`config.mk`:
```
export PLATFORM = sky130hd
export DESIGN_NAME = compact_base62_bit_encoder
export DESIGN_NICKNAME = d
export VERILOG_FILES = /design/src/sv/cbe_pkg.sv /design/src/sv/compact_base62_bit_encoder.sv /design/src/sv/cbe_chunker.sv /design/src/sv/cbe_out_queue.sv
export SDC_FILE = /design/constraint.sdc
export NUM_CORES = 1
export LEC_CHECK = 0
export ABC_AREA = 1
export ABC_CLOCK_PERIOD_IN_PS = 6100
export BUFFER_PORTS_ARGS = -buffer_cell sky130_fd_sc_hd__buf_2
export CORE_MARGIN = 4
export CORE_UTILIZATION = 48
export CTS_CLUSTER_DIAMETER = 200
export DETAILED_ROUTE_END_ITERATION = 8
export SLEW_MARGIN = 20
export SYNTH_ARGS = -nofsm -noshare
export SYNTH_HDL_FRONTEND = slang
export SYNTH_HIERARCHICAL = 1
export SYNTH_SLANG_ARGS = --single-unit
```
`constraint.sdc`:
```
create_clock -name i_clk -period 6.1 [get_ports i_clk]
set_input_delay 0.61 -clock i_clk [delete_from_list [all_inputs] [get_ports i_clk]]
set_output_delay 0.61 -clock i_clk [all_outputs]
set_load 0.02 [all_outputs]
```
`src/sv/cbe_pkg.sv`:
```
// ----------------------------------------------------------------------------
// cbe_pkg
// Shared types, constants and the alphabet mapping of the base62 bit encoder.
// ----------------------------------------------------------------------------
package cbe_pkg;

    localparam int unsigned RES_W    = 13;  // bit reservoir width
    localparam int unsigned HELD_W   = 4;   // bit count width
    localparam int unsigned CHUNK_W  = 6;   // bits in one chunk
    localparam int unsigned CHAR_W   = 7;   // ASCII code width
    localparam int unsigned MAX_SYMS = 3;   // most characters from one byte

    localparam logic [5:0] COMPACT_PATTERN = 6'h1E;
    localparam logic [5:0] LOW5_MASK       = 6'h1F;
    localparam logic [5:0] TOP_BIT_VALUE   = 6'h01;

    // One output character with its end-of-text flag
    typedef struct packed {
        logic [CHAR_W-1:0] ch;
        logic              eot;
    } t_sym;

    // Characters produced by one byte, oldest in slot 0
    typedef struct packed {
        t_sym [MAX_SYMS-1:0] sym;
        logic [1:0]          cnt;
    } t_sym_set;

    // Bits 1 to 4 of a chunk all set
    function automatic logic is_compact(input logic [5:0] v);
        return (v & COMPACT_PATTERN) == COMPACT_PATTERN;
    endfunction

    // Map a 6-bit value to A-Z, a-z, 0-9; codes 62 and 63 give zero
    function automatic logic [CHAR_W-1:0] sym_char(input logic [5:0] v);
        logic [CHAR_W-1:0] c;
        priority if (v < 6'd26) begin
            c = 7'h41 + 7'(v);
        end else if (v < 6'd52) begin
            c = 7'h61 + 7'(v - 6'd26);
        end else if (v < 6'd62) begin
            c = 7'h30 + 7'(v - 6'd52);
        end else begin
            c = '0;
        end
        return c;
    endfunction

endpackage

```
`src/sv/compact_base62_bit_encoder.sv`:
```
// ----------------------------------------------------------------------------
// compact_base62_bit_encoder
// Packs string bytes, fed last byte first, into base62 characters.
//
// Input channel: i_data_byte and i_first_of_string with i_in_valid and
// o_in_ready; an input word is taken when both are high. The byte marked
// first_of_string closes the string and drains the reservoir.
// Output channel: o_symbol_char and o_end_of_text with o_out_valid and
// i_out_ready; o_end_of_text marks the string's last character.
// Flow: a taken byte passes through the input register into the result
// register. Each byte yields one to three characters (one or two for most
// bytes, up to three on the byte that closes a string), held in a
// three-entry result register and sent one per cycle while i_out_ready is
// high. The input register takes a new byte while the last character of the
// previous one is sent.
// Reset: empties the input register, the result register and the bit
// reservoir. When the receiver stalls, characters hold in the result
// register, then one more byte waits in the input register before
// o_in_ready drops.
// ----------------------------------------------------------------------------
module compact_base62_bit_encoder
    import cbe_pkg::*;
(
    input  logic              i_clk,
    input  logic              i_rst_n,
    input  logic              i_in_valid,
    output logic              o_in_ready,
    input  logic [7:0]        i_data_byte,
    input  logic              i_first_of_string,
    output logic              o_out_valid,
    input  logic              i_out_ready,
    output logic [CHAR_W-1:0] o_symbol_char,
    output logic              o_end_of_text
);

    logic       r_in_valid;
    logic [7:0] r_in_byte;
    logic       r_in_first;
    logic       w_can_load;
    logic       w_load;
    t_sym_set   w_set;

    // Move the held byte on when the result register frees up
    assign w_load     = r_in_valid && w_can_load;
    assign o_in_ready = !r_in_valid || w_load;

    // Input register
    always_ff @(posedge i_clk) begin
        if (!i_rst_n) begin
            r_in_valid <= 1'b0;
        end else if (o_in_ready) begin
            r_in_valid <= i_in_valid;
        end
        if (i_in_valid && o_in_ready) begin
            r_in_byte  <= i_data_byte;
            r_in_first <= i_first_of_string;
        end
    end

    cbe_chunker u_chunker (
        .i_clk             (i_clk),
        .i_rst_n           (i_rst_n),
        .i_data_byte       (r_in_byte),
        .i_first_of_string (r_in_first),
        .i_load            (w_load),
        .o_set             (w_set)
    );

    cbe_out_queue u_out_queue (
        .i_clk         (i_clk),
        .i_rst_n       (i_rst_n),
        .i_load        (w_load),
        .i_set         (w_set),
        .o_can_load    (w_can_load),
        .o_out_valid   (o_out_valid),
        .i_out_ready   (i_out_ready),
        .o_symbol_char (o_symbol_char),
        .o_end_of_text (o_end_of_text)
    );

endmodule

```
`src/sv/cbe_chunker.sv`:
```
// ----------------------------------------------------------------------------
// cbe_chunker
// Holds the bit reservoir and splits one byte plus waiting bits into up to
// three characters in a single pass; state advances when the set is loaded.
// ----------------------------------------------------------------------------
module cbe_chunker
    import cbe_pkg::*;
(
    input  logic       i_clk,
    input  logic       i_rst_n,
    input  logic [7:0] i_data_byte,
    input  logic       i_first_of_string,
    input  logic       i_load,
    output t_sym_set   o_set
);

    logic [RES_W-1:0]  r_res, n_res;
    logic [HELD_W-1:0] r_held, n_held;

    logic [2:0]        w_h;
    logic [RES_W-1:0]  w_res, w_res2, w_res3;
    logic [HELD_W-1:0] w_held, w_held2, w_held3;
    logic [HELD_W-1:0] w_c1, w_c2;
    logic [5:0]        w_v1, w_v2, w_e1, w_e2, w_vf;
    logic              w_take2, w_split;
    t_sym              w_s1, w_s2;

    // Merge the byte above the waiting bits
    always_comb begin
        w_h    = (r_held > 4'd5) ? 3'd5 : r_held[2:0];
        w_res  = (r_res & ((13'd1 << w_h) - 13'd1)) | (13'(i_data_byte) << w_h);
        w_held = 4'(w_h) + 4'd8;
    end

    // First chunk is always taken, second one when enough bits remain
    always_comb begin
        w_v1    = w_res[5:0];
        w_c1    = is_compact(w_v1) ? 4'd5 : 4'(CHUNK_W);
        w_e1    = is_compact(w_v1) ? (w_v1 & LOW5_MASK) : w_v1;
        w_res2  = w_res >> w_c1;
        w_held2 = w_held - w_c1;

        w_v2    = w_res2[5:0];
        w_c2    = is_compact(w_v2) ? 4'd5 : 4'(CHUNK_W);
        w_e2    = is_compact(w_v2) ? (w_v2 & LOW5_MASK) : w_v2;
        w_take2 = i_first_of_string ? (w_held2 > 4'(CHUNK_W)) : (w_held2 >= 4'(CHUNK_W));
        w_res3  = w_take2 ? (w_res2 >> w_c2) : w_res2;
        w_held3 = w_take2 ? (w_held2 - w_c2) : w_held2;

        // Final chunk on the string's first byte
        w_vf    = w_res3[5:0] & 6'((13'd1 << w_held3) - 13'd1);
        w_split = (w_held3 == 4'(CHUNK_W)) && (w_vf[5:1] == 5'h1F);
    end

    // Assemble the character set
    always_comb begin
        w_s1.ch  = sym_char(w_e1);
        w_s1.eot = 1'b0;
        w_s2.ch  = sym_char(w_e2);
        w_s2.eot = 1'b0;

        o_set        = '0;
        o_set.sym[0] = w_s1;
        if (!i_first_of_string) begin
            o_set.sym[1] = w_s2;
            o_set.cnt    = w_take2 ? 2'd2 : 2'd1;
        end else if (w_take2) begin
            o_set.sym[1]     = w_s2;
            o_set.sym[2].ch  = sym_char(w_vf);
            o_set.sym[2].eot = 1'b1;
            o_set.cnt        = 2'd3;
        end else if (w_split) begin
            o_set.sym[1].ch  = sym_char(w_vf & LOW5_MASK);
            o_set.sym[1].eot = 1'b0;
            o_set.sym[2].ch  = sym_char(TOP_BIT_VALUE);
            o_set.sym[2].eot = 1'b1;
            o_set.cnt        = 2'd3;
        end else begin
            o_set.sym[1].ch  = sym_char(w_vf);
            o_set.sym[1].eot = 1'b1;
            o_set.cnt        = 2'd2;
        end
    end

    // Advance the reservoir; drain it at the end of a string
    always_comb begin
        n_res  = r_res;
        n_held = r_held;
        if (i_load) begin
            n_res  = i_first_of_string ? '0 : w_res3;
            n_held = i_first_of_string ? '0 : w_held3;
        end
    end

    always_ff @(posedge i_clk) begin
        if (!i_rst_n) begin
            r_res  <= '0;
            r_held <= '0;
        end else begin
            r_res  <= n_res;
            r_held <= n_held;
        end
    end

endmodule

```
`src/sv/cbe_out_queue.sv`:
```
// ----------------------------------------------------------------------------
// cbe_out_queue
// Result register for up to three characters, sent one word per cycle while i_out_ready is high.
// ----------------------------------------------------------------------------
module cbe_out_queue
    import cbe_pkg::*;
(
    input  logic              i_clk,
    input  logic              i_rst_n,
    input  logic              i_load,
    input  t_sym_set          i_set,
    output logic              o_can_load,
    output logic              o_out_valid,
    input  logic              i_out_ready,
    output logic [CHAR_W-1:0] o_symbol_char,
    output logic              o_end_of_text
);

    t_sym [MAX_SYMS-1:0] r_sym, n_sym;
    logic [1:0]          r_cnt, n_cnt;
    logic                w_pop;

    // Take a new set when empty or when the last word leaves now
    assign w_pop       = o_out_valid && i_out_ready;
    assign o_can_load  = (r_cnt == 2'd0) || ((r_cnt == 2'd1) && i_out_ready);
    assign o_out_valid = (r_cnt != 2'd0);
    assign o_symbol_char = r_sym[0].ch;
    assign o_end_of_text = r_sym[0].eot;

    // Load, or shift down on each sent word
    always_comb begin
        n_sym = r_sym;
        n_cnt = r_cnt;
        if (i_load) begin
            n_sym = i_set.sym;
            n_cnt = i_set.cnt;
        end else if (w_pop) begin
            n_sym[0] = r_sym[1];
            n_sym[1] = r_sym[2];
            n_cnt    = r_cnt - 2'd1;
        end
    end

    always_ff @(posedge i_clk) begin
        r_sym <= n_sym;
        if (!i_rst_n) begin
            r_cnt <= '0;
        end else begin
            r_cnt <= n_cnt;
        end
    end

endmodule

```
; ---- After elaboration in Yosys (flattened, before gate mapping)
; Index checks and enable logic that the tools add are counted.
; W data, S select, Z words.
[classes]
muxes = 34
n_addsub = 26
shift = 5
magnitude_cmp = 15
n_reduce_logical = 11
n_bitwise = 3
eq_ne = 5
[ops]
columns = cell, count
row1 = $mux W7, 12
row2 = $mux W16, 3
row3 = $lt A6 B6 Y1 const B, 6
row4 = $add A6 B7 Y7 const A, 4
row5 = $add A7 B7 Y7 const A, 4
row6 = $mux W13, 2
row7 = $shr A13 B4 Y13, 2
row8 = $mux W8, 3
row9 = $add A7 B6 Y7 const A, 3
row10 = $sub A6 B5 Y7 const B, 3
row11 = $sub A6 B6 Y7 const B, 3
row12 = $lt A6 B5 Y1 const B, 3
row13 = $mux W2, 7
row14 = $and A13 B13 Y13, 1
row15 = $or A13 B13 Y13, 1
row16 = $shl A1 B3 Y13 const A, 1
row17 = $shl A8 B3 Y13, 1
row18 = $sub A13 B1 Y13 const B, 1
row19 = $lt A5 B6 Y1 const B, 2
row20 = $mux W6, 2
row21 = $eq A4 B4 Y1 const B, 2
row22 = $gt A4 B3 Y1 const B, 2
row23 = $mux W4, 2
row24 = $sub A4 B4 Y4, 2
row25 = 20 further kinds, 27
[word_totals]
input_bits = 13
word_cells = 111
output_inout_bits = 10
ff_bits = 53

; ---- Longest topological paths before layout
; Gate-level depths: netlist of the first run.
[depth]
ltp_word = 25
ltp_mapped = 43
ltp_nobuf = 43

; ---- By module
; The synthesis of the first run kept the hierarchy.
[modules_own_cells]
columns = module, n_inst, seq_area_each_um2, cells_each, area_each_um2
row1 = cbe_chunker, 1, 200.2, 529, 3130.5
row2 = cbe_out_queue, 1, 760.7, 109, 1167.4
row3 = compact_base62_bit_encoder, 1, 290.3, 18, 329.1

; ---- Worst setup path after synthesis of the first run
; OpenSTA, ideal clock, no wires.
[synth_timing]
kind = register -> register
start = reg u_chunker.r_held[2]
end = reg u_out_queue/r_sym[11] (netlist name) (data pin)
required_ns = 5.847
path_buffers = 1
setup_slack_ns = 0.522
path_stages_with_launch = 41
setup_time_ns = 0.253
t_arrival_ns = 5.325
period_less_slack_ns = 5.578
cell_sequence = dfxtp_1 nor2_2 inv_1 nor2_2 nand2_1 ha_1 nor2_1 a21oi_4 inv_2 nand2_8 nor2_8 buf_6 ha_1 inv_1 fa_1 xor2_1 inv_1 a21oi_1 [5 not listed] nor2_8 nand2_2 ha_1 inv_1 nor2_1 nor2_1 nand2_1 inv_1 ha_1 inv_1 nor2_1 nand4_1 nand3_1 nand2_1 nand3_1 nand2_1 nand2_1 nand2_1
[synth_rtl]
columns = element, line
row1 = "start, declared", cbe_chunker.sv:18  ; logic [HELD_W-1:0] r_held, n_held;
row2 = "start signal, assigned", cbe_chunker.sv:101  ; r_held <= n_held;
row3 = "end signal, assigned", cbe_out_queue.sv:45  ; r_sym <= n_sym;
row4 = "end, declared", cbe_out_queue.sv:19  ; t_sym [MAX_SYMS-1:0] r_sym, n_sym;

==> flow_summary_export.csv, run 1 <==
group,metric,value,unit
outcome,outcome,"complete, no violations",
setup_path,reg2reg_to,"u_out_queue/r_sym[12]",
timing,worst_slew_pin_slew,1.07,ns
pwr,p_leak,2.40,nW
logic_synthesis,synth_edf_count,33,
logic_synthesis,synth-simple-area-share,0.403,
floorplanning,dieArea,11300,µm²
global_routing,grtUsageMet1,0.292,
global_routing,grt_max_degree,30,
detailed_routing,drt_iter0_drc,266,
timing,final.min_clock_period,5.62,ns
timing,timing.setup.tns,0,ns
timing,max_freq,178,MHz
setup_path,crit_path_end_kind,"register",
final_layout,fin_nets,722,
pwr,intPower,0.786,mW
logic_synthesis,synth-compound-area-share,0.115,
setup_path,crit_fanout,12,
logic_synthesis,ys_top_cells_by_area,"edfxtp_1, nand2_1, ha_1",
pwr,irDropWorstVdd,0.000137,V
detailed_routing,wl,11800,µm
timing,slew_viol_final,0,
logic_synthesis,synth_top_cell_by_area,"edfxtp_1",
clock_tree,numCtsBuffers,5,
global_routing,grt_pass1_vias,4044,
place,gp_congestion,0.971,
logic_synthesis,netlist_instances,656,
logic_synthesis,synthTopCellsByCount,"nand2_1, inv_1, nand3_1, nor2_1, edfxtp_1",
timing,slew_headroom,0.284,
detailed_routing,drcViolationCount,0,
logic_synthesis,avgSynthCellArea,7.05,µm²
floorplanning,die_height,106,µm
final_layout,n_fill_cell,953,
global_routing,track_usage,0.213,
logic_synthesis,synth-seq-cells,46,
place,dp_slack,0.118,ns
logic_synthesis,synth.yosys.seq_area_share,0.270,
floorplanning,die-width,106,µm
setup_path,cp.arrival,5.69,ns
clock_tree,clk_latency,0.30,ns
global_routing,busiest_layer,"met2",
logic_synthesis,yosysMostFrequentCell,"nand2_1",
clock_tree,h-tree-depth,2,
setup_path,critPathCapture,"u_out_queue/r_sym[12]",
logic_synthesis,yosys_warnings,6,
global_routing,grt_use_met2,0.366,
setup_path,criticalPathCategory,"register to register",
setup_path,required,6.17,ns
floorplanning,rows,35,
logic_synthesis,synth_top_family_by_area,"simple AND/OR/NAND/NOR gates",
clock_tree,cts_tree,"done",
pwr,p_sw,0.739,mW
global_routing,use_met3,0.0176,
floorplanning,ios,23,
worst_hold_path,min_path_type,"input pin to register",
final_layout,utilization,0.537,
detailed_routing,post_drt_wl_per_cell,14.5,µm
global_routing,grt_pass1_wl,19800,µm
setup_path,critical-path-max-stage-delay,0.54,ns
clock_tree,cts_hold_buf,0,
floorplanning,fp.coreArea,9330,µm²
clock_tree,clock_path_buffers,2,
detailed_routing,vias,4206,
final_layout,antennaDiodeCount,0,
pwr,combPwrFrac,0.590,
setup_path,rr_worst_depth,40,
logic_synthesis,async_flop_share,0,
setup_path,critPathLaunchType,"register",
clock_tree,cts-root-buf,"clkbuf_8",
clock_tree,clk_pin_slew,0.10,ns
place,numPortBuffers,22,
setup_path,path_common_cell,"nand2_1",
final_layout,instances_no_fill,812,
timing,finalHoldViolCount,0,
logic_synthesis,synth_top_flop_cell,"edfxtp_1",
worst_hold_path,hold_depth,1,
timing,fin_ws,0.481,ns
detailed_routing,routed_via_density,5.18,
logic_synthesis,synth_top_area_frac,0.214,
global_routing,grt_overflow_total,0,
clock_tree,cts_sinks,46,
timing,clock_skew,0.0151,ns
logic_synthesis,syn_area,4630,µm²
place,dpl.hpwl,9210,µm
pwr,p_seq_frac,0.285,
floorplanning,start_util,0.496,
logic_synthesis,yosysUniqueCellTypes,47,
setup_path,reg2reg_from,"u_chunker/r_held[2]",
final_layout,drive_gt1_frac,0.204,
pwr,swShare,0.485,
logic_synthesis,synth_fa_ha_area_frac,0.0746,
setup_path,rrSetupSlack,0.48,ns
detailed_routing,dr.pass1.iters,5,
setup_path,crit_start,"u_chunker/r_held[2]",
pwr,power_density,304,nW/µm²
timing,setup_viol,0,
logic_synthesis,synth.area.mux_share,0.00216,
setup_path,critPathSlowestCell,"fa_1",
logic_synthesis,synth_xor_area_frac,0.0265,
place,dp.cells,795,
pwr,power.clock.fraction,0.125,
timing,timing.final.crit_share,0.921,
detailed_routing,postRouteAntennaNets,0,
flow_run,maxCapViolations,0,
final_layout,area_growth,8.30,%
global_routing,antenna_found_initial,0,
[worst min-delay path by stage]
stage,startpoint,to,slack (ns)
finish,i_data_byte[1],r_in_byte[1],0.48
global route,i_data_byte[1],r_in_byte[1],0.47
CTS,i_data_byte[1],r_in_byte[1],0.48
detailed placement,r_in_valid,r_in_valid,0.49
global placement,u_chunker/r_res[4],u_chunker/r_res[4],0.47
floorplan,u_chunker/r_res[0],u_chunker/r_res[0],0.44
[per-layer routing]
layer	routed length [µm]	vias up
li1	-	2179
met1	5800	1934
met2	5530	85
met3	317	8
met4	110	0
met5	0	-
[cell usage in the layout, fill, tap and decap left out, drive strengths merged, types with 10 or more instances in the layout]
cell type	instances
edfxtp	33
buf	38
inv	83
a21oi	26
o21ai	34
nand3	73
xor2	12
ha	26
dfxtp	13
nor2	58
nand4	10
nand2	229
[worst max-delay path: cells and delay by family (launching register included)]
kind | cells | cell delay, ns
buf+inv | 10 | 1.10
fa+ha+maj | 5 | 1.41
compound gates | 4 | 0.48
flops | 1 | 0.36
simple gates | 21 | 2.02
[flip-flops by register name, indices dropped and copies added (netlist names)]
register / count
r_in_valid: 1
u_out_queue/r_cnt: 2
r_in_byte: 8
u_out_queue/r_sym: 16
u_out_queue/o_end_of_text: 1
u_out_queue/o_symbol_char: 7
u_chunker/r_held: 4
r_in_first: 1
u_chunker/r_res: 6
[area by class of cell]
class | instances | area (µm²) | share of cell area
Multi-Input combinational cell | 505 | 2920 | 0.584
Sequential cell | 46 | 1250 | 0.250
Inverter | 86 | 342 | 0.0682
Timing Repair Buffer | 38 | 246 | 0.0492
Tap cell | 129 | 161 | 0.0322
Clock buffer | 6 | 72.6 | 0.0145
Clock inverter | 2 | 13.8 | 0.00275
[power by group through the flow]
stage               Combinational (mW)  Clock, mW  Sequential [mW]
global route                      1.01      0.210            0.441
floorplan                        0.702          0            0.438
finish                           0.900      0.190            0.435
detailed placement               0.870          0            0.441
global placement                 0.862          0            0.442
CTS                              0.874      0.195            0.435
[repair_timing]
| item | CTS | global route |
|---|---|---|
| setup endpoints to repair | 0 | 16 |
| setup buffers | 0 | 9 |
| resized for setup | 0 | 17 |
[through the flow]
stage	power, mW	hold WS [ns]	cell area, µm²
floorplan	1.14	0.444	4630
finish	1.53	0.484	5010
detailed placement	1.31	0.489	4800
global route	1.66	0.468	5010
CTS	1.50	0.478	4880
global placement	1.30	0.471	4800
[cells by family after synthesis]
logic type / count (synthesis)
mux: 1
fa+ha+maj: 27
buf+inv: 106
simple gates: 374
compound gates: 87
xor+xnor: 14
flops: 46
other cells: 1
No activity file was read; power rests on OpenSTA's default activity.
==> run 2: changes to the inputs <==
--- a/config.mk
+++ b/config.mk
@@ -15,5 +15,4 @@
 export SLEW_MARGIN = 20
 export SYNTH_ARGS = -nofsm -noshare
 export SYNTH_HDL_FRONTEND = slang
-export SYNTH_HIERARCHICAL = 1
 export SYNTH_SLANG_ARGS = --single-unit
==> constraint.sdc (replaced) <==
create_clock -name i_clk -period 6.1 [get_ports i_clk]
set_input_delay 1.22 -clock i_clk [delete_from_list [all_inputs] [get_ports i_clk]]
set_output_delay 1.22 -clock i_clk [all_outputs]
set_load 0.02 [all_outputs]
==> run 2 against run 1 <==
Die area fell by 2.3%. Clock power rose by 6%. Clock-buffer cell count fell by 1. Critical path depth fell by 8. Cell area fell by 3.7%. Maximum frequency barely moved. Sequential power rose by 8.0%. Via count fell by 0.29%. Clock skew fell by 0.0040 ns.
==> flow_summary_export.csv, run 2 <==
group,metric,value,unit
timing,worst_slew_pin_slew,0.982,ns
timing,slew_viol_final,0,
floorplanning,die-width,105,µm
final_layout,largest_reg_flops,16,
setup_path,path_common_cell,"nand2_1",
logic_synthesis,synth_top_flop_cell,"edfxtp_1",
detailed_routing,routed_via_density,5.55,
detailed_routing,drt_iter0_drc,230,
logic_synthesis,ys_top_cells_by_area,"edfxtp_1, nand2_1, ha_1",
floorplanning,ios,23,
logic_synthesis,synth.yosys.seq_area_share,0.275,
logic_synthesis,avgSynthCellArea,7.22,µm²
place,dpl.hpwl,9420,µm
clock_tree,clk_pin_slew,0.10,ns
timing,setup_viol,0,
floorplanning,fp.coreArea,9200,µm²
logic_synthesis,synth_edf_count,32,
worst_hold_path,min_path_type,"register to register",
detailed_routing,post_drt_wl_per_cell,15.6,µm
final_layout,final_cell_mix,"nand2_1, inv_1, nand3_1",
logic_synthesis,synthTopCellsByCount,"nand2_1, inv_1, nand3_1, nor2_1, edfxtp_1",
logic_synthesis,yosysMostFrequentCell,"nand2_1",
timing,finalHoldViolCount,0,
timing,slew_headroom,0.343,
outcome,outcome,"complete, no violations",
clock_tree,h-tree-depth,2,
global_routing,grt_pass1_vias,4102,
setup_path,cp.arrival,5.63,ns
global_routing,track_usage,0.218,
clock_tree,clock_path_buffers,2,
place,numPortBuffers,22,
floorplanning,start_util,0.491,
global_routing,grt_max_degree,21,
floorplanning,rows,35,
pwr,irDropWorstVdd,0.000232,V
setup_path,required,6.11,ns
clock_tree,postCtsSetupBuffers,0,
setup_path,critical-path-max-stage-delay,0.59,ns
flow_run,maxCapViolations,0,
timing,timing.final.crit_share,0.921,
place,dp.cells,747,
setup_path,crit_path_end_kind,"register",
setup_path,critPathSlowestCell,"fa_2",
detailed_routing,vias,4194,
detailed_routing,drcViolationCount,0,
logic_synthesis,netlist_instances,625,
global_routing,grt_pass1_wl,19600,µm
final_layout,instances_no_fill,755,
final_layout,regMostFlops,"u_out_queue.r_sym",
place,gp_congestion,0.914,
final_layout,drive_gt1_frac,0.188,
global_routing,grt_overflow_total,0,
timing,final.min_clock_period,5.62,ns
timing,clock_skew,0.0111,ns
worst_hold_path,hold_depth,2,
logic_synthesis,yosys_warnings,0,
final_layout,final_common_cell,"nand2_1",
timing,hold_slack,0.493,ns
logic_synthesis,synth_top_cell_by_area,"edfxtp_1",
setup_path,rrSetupSlack,0.48,ns
clock_tree,cts_resized,0,
floorplanning,dieArea,11000,µm²
final_layout,area_growth,6.96,%
pwr,power_density,378,nW/µm²
detailed_routing,dr.pass1.iters,5,
setup_path,rr_worst_depth,32,
clock_tree,clk_latency,0.31,ns
detailed_routing,postRouteAntennaNets,0,
timing,timing.setup.tns,0,ns
clock_tree,cts_hold_buf,0,
logic_synthesis,synth-seq-cells,46,
detailed_routing,wl,11700,µm
clock_tree,cts_sinks,46,
logic_synthesis,yosysUniqueCellTypes,53,
pwr,p_leak,2.32,nW
final_layout,antennaDiodeCount,0,
clock_tree,cts_tree,"done",
logic_synthesis,synth_top_area_frac,0.213,
clock_tree,numCtsBuffers,5,
clock_tree,cts-root-buf,"clkbuf_8",
logic_synthesis,async_flop_share,0,
setup_path,criticalPathCategory,"register to register",
final_layout,fin_nets,685,
global_routing,antenna_found_initial,0,
setup_path,critPathLaunchType,"register",
logic_synthesis,synth_nets,667,
timing,max_freq,178,MHz
floorplanning,die_height,105,µm
timing,rsz0062_at_grt,"no",
logic_synthesis,syn_area,4510,µm²
setup_path,crit_fanout,8,
[run 2: changes by cell type after synthesis, moves of 4 or more]
cell     change
nand2_1     -42
nand3_1      +5
a21oi_1      +5
nor2_2       -6
xnor2_1      +4
xor2_1       -6
nand2_4      +4
[run 2: cells by family after synthesis]
logic type               synth area share
AO/OA/AOI/OAI                       0.129
XOR/XNOR                           0.0233
adder cells (fa/ha/maj)            0.0837
buffers and inverters              0.0979
flip-flops                          0.275
other                            0.000831
AND/OR/NAND/NOR                     0.390
[run 2: worst max-delay path: cells and delay by family, from the launching register on]
| kind | cells | cell delay (ns) |
|---|---|---|
| adder cells (fa/ha/maj) | 6 | 1.78 |
| AND/OR/NAND/NOR | 14 | 1.52 |
| AO/OA/AOI/OAI | 4 | 0.90 |
| buffers and inverters | 6 | 0.46 |
| flip-flops | 1 | 0.36 |
| XOR/XNOR | 2 | 0.29 |
[run 2: path summary, 6_finish.rpt]
| check | endpoint | start |
|---|---|---|
| worst max-delay path | u_out_queue.r_sym[15] | u_chunker.r_held[3] |
| worst min-delay path | u_chunker.r_res[4] | u_chunker.r_res[4] |
| worst max register to register | u_out_queue.r_sym[15] | u_chunker.r_held[3] |
| worst min register to register | u_chunker.r_res[4] | u_chunker.r_res[4] |
[run 2: report_power, final]
group	switching, mW	internal, mW	leakage [nW]
Clock	0.119	0.0823	0.0408
Combinational	0.772	0.382	1.86
Sequential	0.0363	0.433	0.425
[run 2: per-stage QoR]
step / cell area [µm²] / setup WS [ns] / power, mW / utilization
after floorplan: 4510 / 0.834 / 1.38 / -
after global placement: 4700 / 0.384 / 1.61 / 0.511
after global routing: 4830 / 0.0234 / 1.99 / 0.525
after CTS: 4790 / 0.182 / 1.82 / 0.521
final: 4830 / 0.480 / 1.82 / 0.525
after detailed placement: 4700 / 0.210 / 1.61 / 0.511
[run 2: cell type report]
type | instances | area, µm²
multi-input combinational | 475 | 2860
timing repair buffer | 29 | 163
sequential | 46 | 1240
clock buffer | 5 | 68.8
fill | 903 | 4370
inverter | 86 | 328
tap | 111 | 139
clock inverter | 3 | 23.8
[run 2: per-layer routing]
layer | vias up | GRT usage | share of wire
met4 | 0 | 0.0647 | 0.025
met5 | - | 0 | 0
met2 | 108 | 0.372 | 0.47
met1 | 1964 | 0.290 | 0.46
li1 | 2096 | - | -
met3 | 26 | 0.0222 | 0.038
==> run 3: changes to the inputs <==
--- a/config.mk
+++ b/config.mk
@@ -10,6 +10,7 @@
 export BUFFER_PORTS_ARGS = -buffer_cell sky130_fd_sc_hd__buf_2
 export CORE_MARGIN = 4
 export CORE_UTILIZATION = 48
+export CTS_BUF_LIST = sky130_fd_sc_hd__clkbuf_16
 export CTS_CLUSTER_DIAMETER = 200
 export DETAILED_ROUTE_END_ITERATION = 8
 export SLEW_MARGIN = 20
==> run 3 against run 2 <==
First-iteration DRC count grew 12%. Clock power is 41% higher. Sequential share of layout area shrank 0.30 points. Critical path type unchanged. Combinational power barely moved. Core utilization up 0.61 points. Clock skew shrank 0.0058 ns. Sequential power about the same. Largest power group unchanged. Die area is the same. Critical path depth stayed put. Worst hold slack worse by 0.0035 ns.
==> flow_summary_export.csv, run 3 (synthesis gave the netlist of run 2 again) <==
group,metric,value,unit
clock_tree,cts-root-buf,"clkbuf_16",
timing,max_freq,179,MHz
global_routing,grt_pass1_vias,4070,
timing,timing.final.crit_share,0.918,
floorplanning,dieArea,11000,µm²
timing,fin_ws,0.499,ns
setup_path,critPathSlowestCell,"fa_2",
final_layout,seqCellArea,1240,µm²
pwr,p_leak,2.35,nW
setup_path,critical_path.top_delay_family,"adder cells",
floorplanning,die-width,105,µm
final_layout,final_cell_mix,"nand2_1, inv_1, nand3_1",
final_layout,drive_gt1_frac,0.186,
timing,finalHoldViolCount,0,
detailed_routing,drt_iter0_drc,257,
setup_path,rrSetupSlack,0.50,ns
detailed_routing,routed_via_density,5.52,
global_routing,track_usage,0.221,
timing,slew_viol_final,0,
worst_hold_path,min_path_type,"register to register",
final_layout,fin_nets,685,
worst_hold_path,worst_hold_path.endpoint,"u_chunker.r_res[4]",
setup_path,reg2reg_to,"u_out_queue.r_sym[15]",
timing,timing.setup.tns,0,ns
worst_hold_path,hold_depth,2,
final_layout,multiInputGateArea,2860,µm²
timing,rsz0062_at_grt,"no",
place,postPlaceCellArea,4700,µm²
setup_path,required,6.09,ns
global_routing,grt_max_degree,21,
setup_path,critPathLaunchType,"register",
worst_hold_path,hp-start,"u_chunker.r_res[4]",
final_layout,area_growth,8.21,%
final_layout,n_fill_cell,901,
final_layout,largest_reg_flops,16,
clock_tree,clock_path_buffers,2,
global_routing,grt_pass1_wl,19800,µm
setup_path,crit_path_end_kind,"register",
setup_path,criticalPathCategory,"register to register",
final_layout,final_common_cell,"nand2_1",
timing,slew_headroom,0.328,
flow_run,maxCapViolations,0,
timing,clock_skew,0.00528,ns
detailed_routing,vias,4164,
setup_path,critPathBufInv,6,
pwr,irDropWorstVdd,0.000226,V
place,numPortBuffers,22,
detailed_routing,drcViolationCount,0,
setup_path,critical-path-max-stage-delay,0.59,ns
clock_tree,numCtsBuffers,5,
setup_path,crit_fanout,8,
detailed_routing,post_drt_wl_per_cell,15.6,µm
place,dp_slack,0.210,ns
clock_tree,cts_hold_buf,0,
floorplanning,rows,35,
setup_path,reg2reg_from,"u_chunker.r_held[1]",
final_layout,antennaDiodeCount,0,
setup_path,rr_worst_depth,32,
final_layout,final_cell_area,4880,µm²
place,gp_congestion,0.914,
floorplanning,start_util,0.491,
detailed_routing,postRouteAntennaNets,0,
final_layout,regMostFlops,"u_out_queue.r_sym",
final_layout,utilization,0.531,
timing,final.min_clock_period,5.60,ns
global_routing,grt_overflow_total,0,
setup_path,cp.arrival,5.59,ns
floorplanning,ios,23,
global_routing,antenna_found_initial,0,
setup_path,worstSetupPathDepth,32,
pwr,power_density,391,nW/µm²
clock_tree,clk_pin_slew,0.07,ns
timing,setup_viol,0,
timing,worst_slew_pin_slew,1.00,ns
outcome,outcome,"complete, no violations",
floorplanning,fp.coreArea,9200,µm²
pwr,finalPower,1.91,mW
detailed_routing,wl,11800,µm
clock_tree,cts_tree,"done",
detailed_routing,dr.pass1.iters,5,
clock_tree,h-tree-depth,2,
clock_tree,clk_latency,0.29,ns
clock_tree,cts_sinks,46,
place,dpl.hpwl,9420,µm
floorplanning,die_height,105,µm
==> run 3: cell counts in the layout (fill, tap and decap cells not counted) <==
No cell type changed its count.
==> run 3: how the worst max path moves through the flow <==
stage / from / slack [ns] / endpoint
after floorplan: u_chunker.r_held[3] / 0.83 / u_out_queue.r_sym[12]
after global placement: u_chunker.r_held[3] / 0.38 / u_out_queue.r_sym[11]
after detailed placement: u_chunker.r_held[3] / 0.21 / u_out_queue.r_sym[11]
after CTS: u_chunker.r_held[3] / 0.19 / u_out_queue.r_sym[11]
after global routing: u_chunker.r_held[1] / 0.001 / u_out_queue.r_sym[9]
final: u_chunker.r_held[1] / 0.50 / u_out_queue.r_sym[15]
==> run 3: routing by layer <==
| layer | GRT usage | vias to the layer above | routed length, µm |
|---|---|---|---|
| met2 | 0.381 | 79 | 5700 |
| met5 | 0 | - | 0 |
| met1 | 0.293 | 1964 | 5480 |
| met3 | 0.0210 | 18 | 369 |
| li1 | - | 2103 | - |
| met4 | 0.0619 | 0 | 225 |
==> run 3: through the flow <==
stage,cells,hold slack (ns)
after floorplan,625,0.423
after global placement,747,0.458
after detailed placement,747,0.475
after CTS,755,0.486
after global routing,755,0.513
final,755,0.489
==> run 3: final cells by class <==
type / instances / share of cell area
multi-input cells: 475 / 0.586
flip-flops and latches: 46 / 0.254
inverters: 86 / 0.0671
repair buffers: 29 / 0.0333
well taps: 111 / 0.0284
clock buffers: 5 / 0.0256
clock inverters: 3 / 0.00487
==> run 3: repair_timing <==
action	CTS	global route
hold endpoints to repair	0	0
endpoints found under the setup margin	0	16
gates resized for setup	0	9
setup buffers	0	0
==> run 3: power breakdown <==
part | internal (mW) | total (mW) | switching, mW
sequential | 0.434 | 0.470 | 0.0364
clock | 0.154 | 0.284 | 0.131
combinational | 0.381 | 1.15 | 0.772
total | 0.969 | 1.91 | 0.939
==> run 3: tightest hold or removal path: cells and delay by family, from the launching register on <==
| family | cells | cell delay, ns |
|---|---|---|
| DFF | 1 | 0.33 |
| and+or+nand+nor | 1 | 0.07 |
| AOI/OAI and AO/OA | 1 | 0.05 |
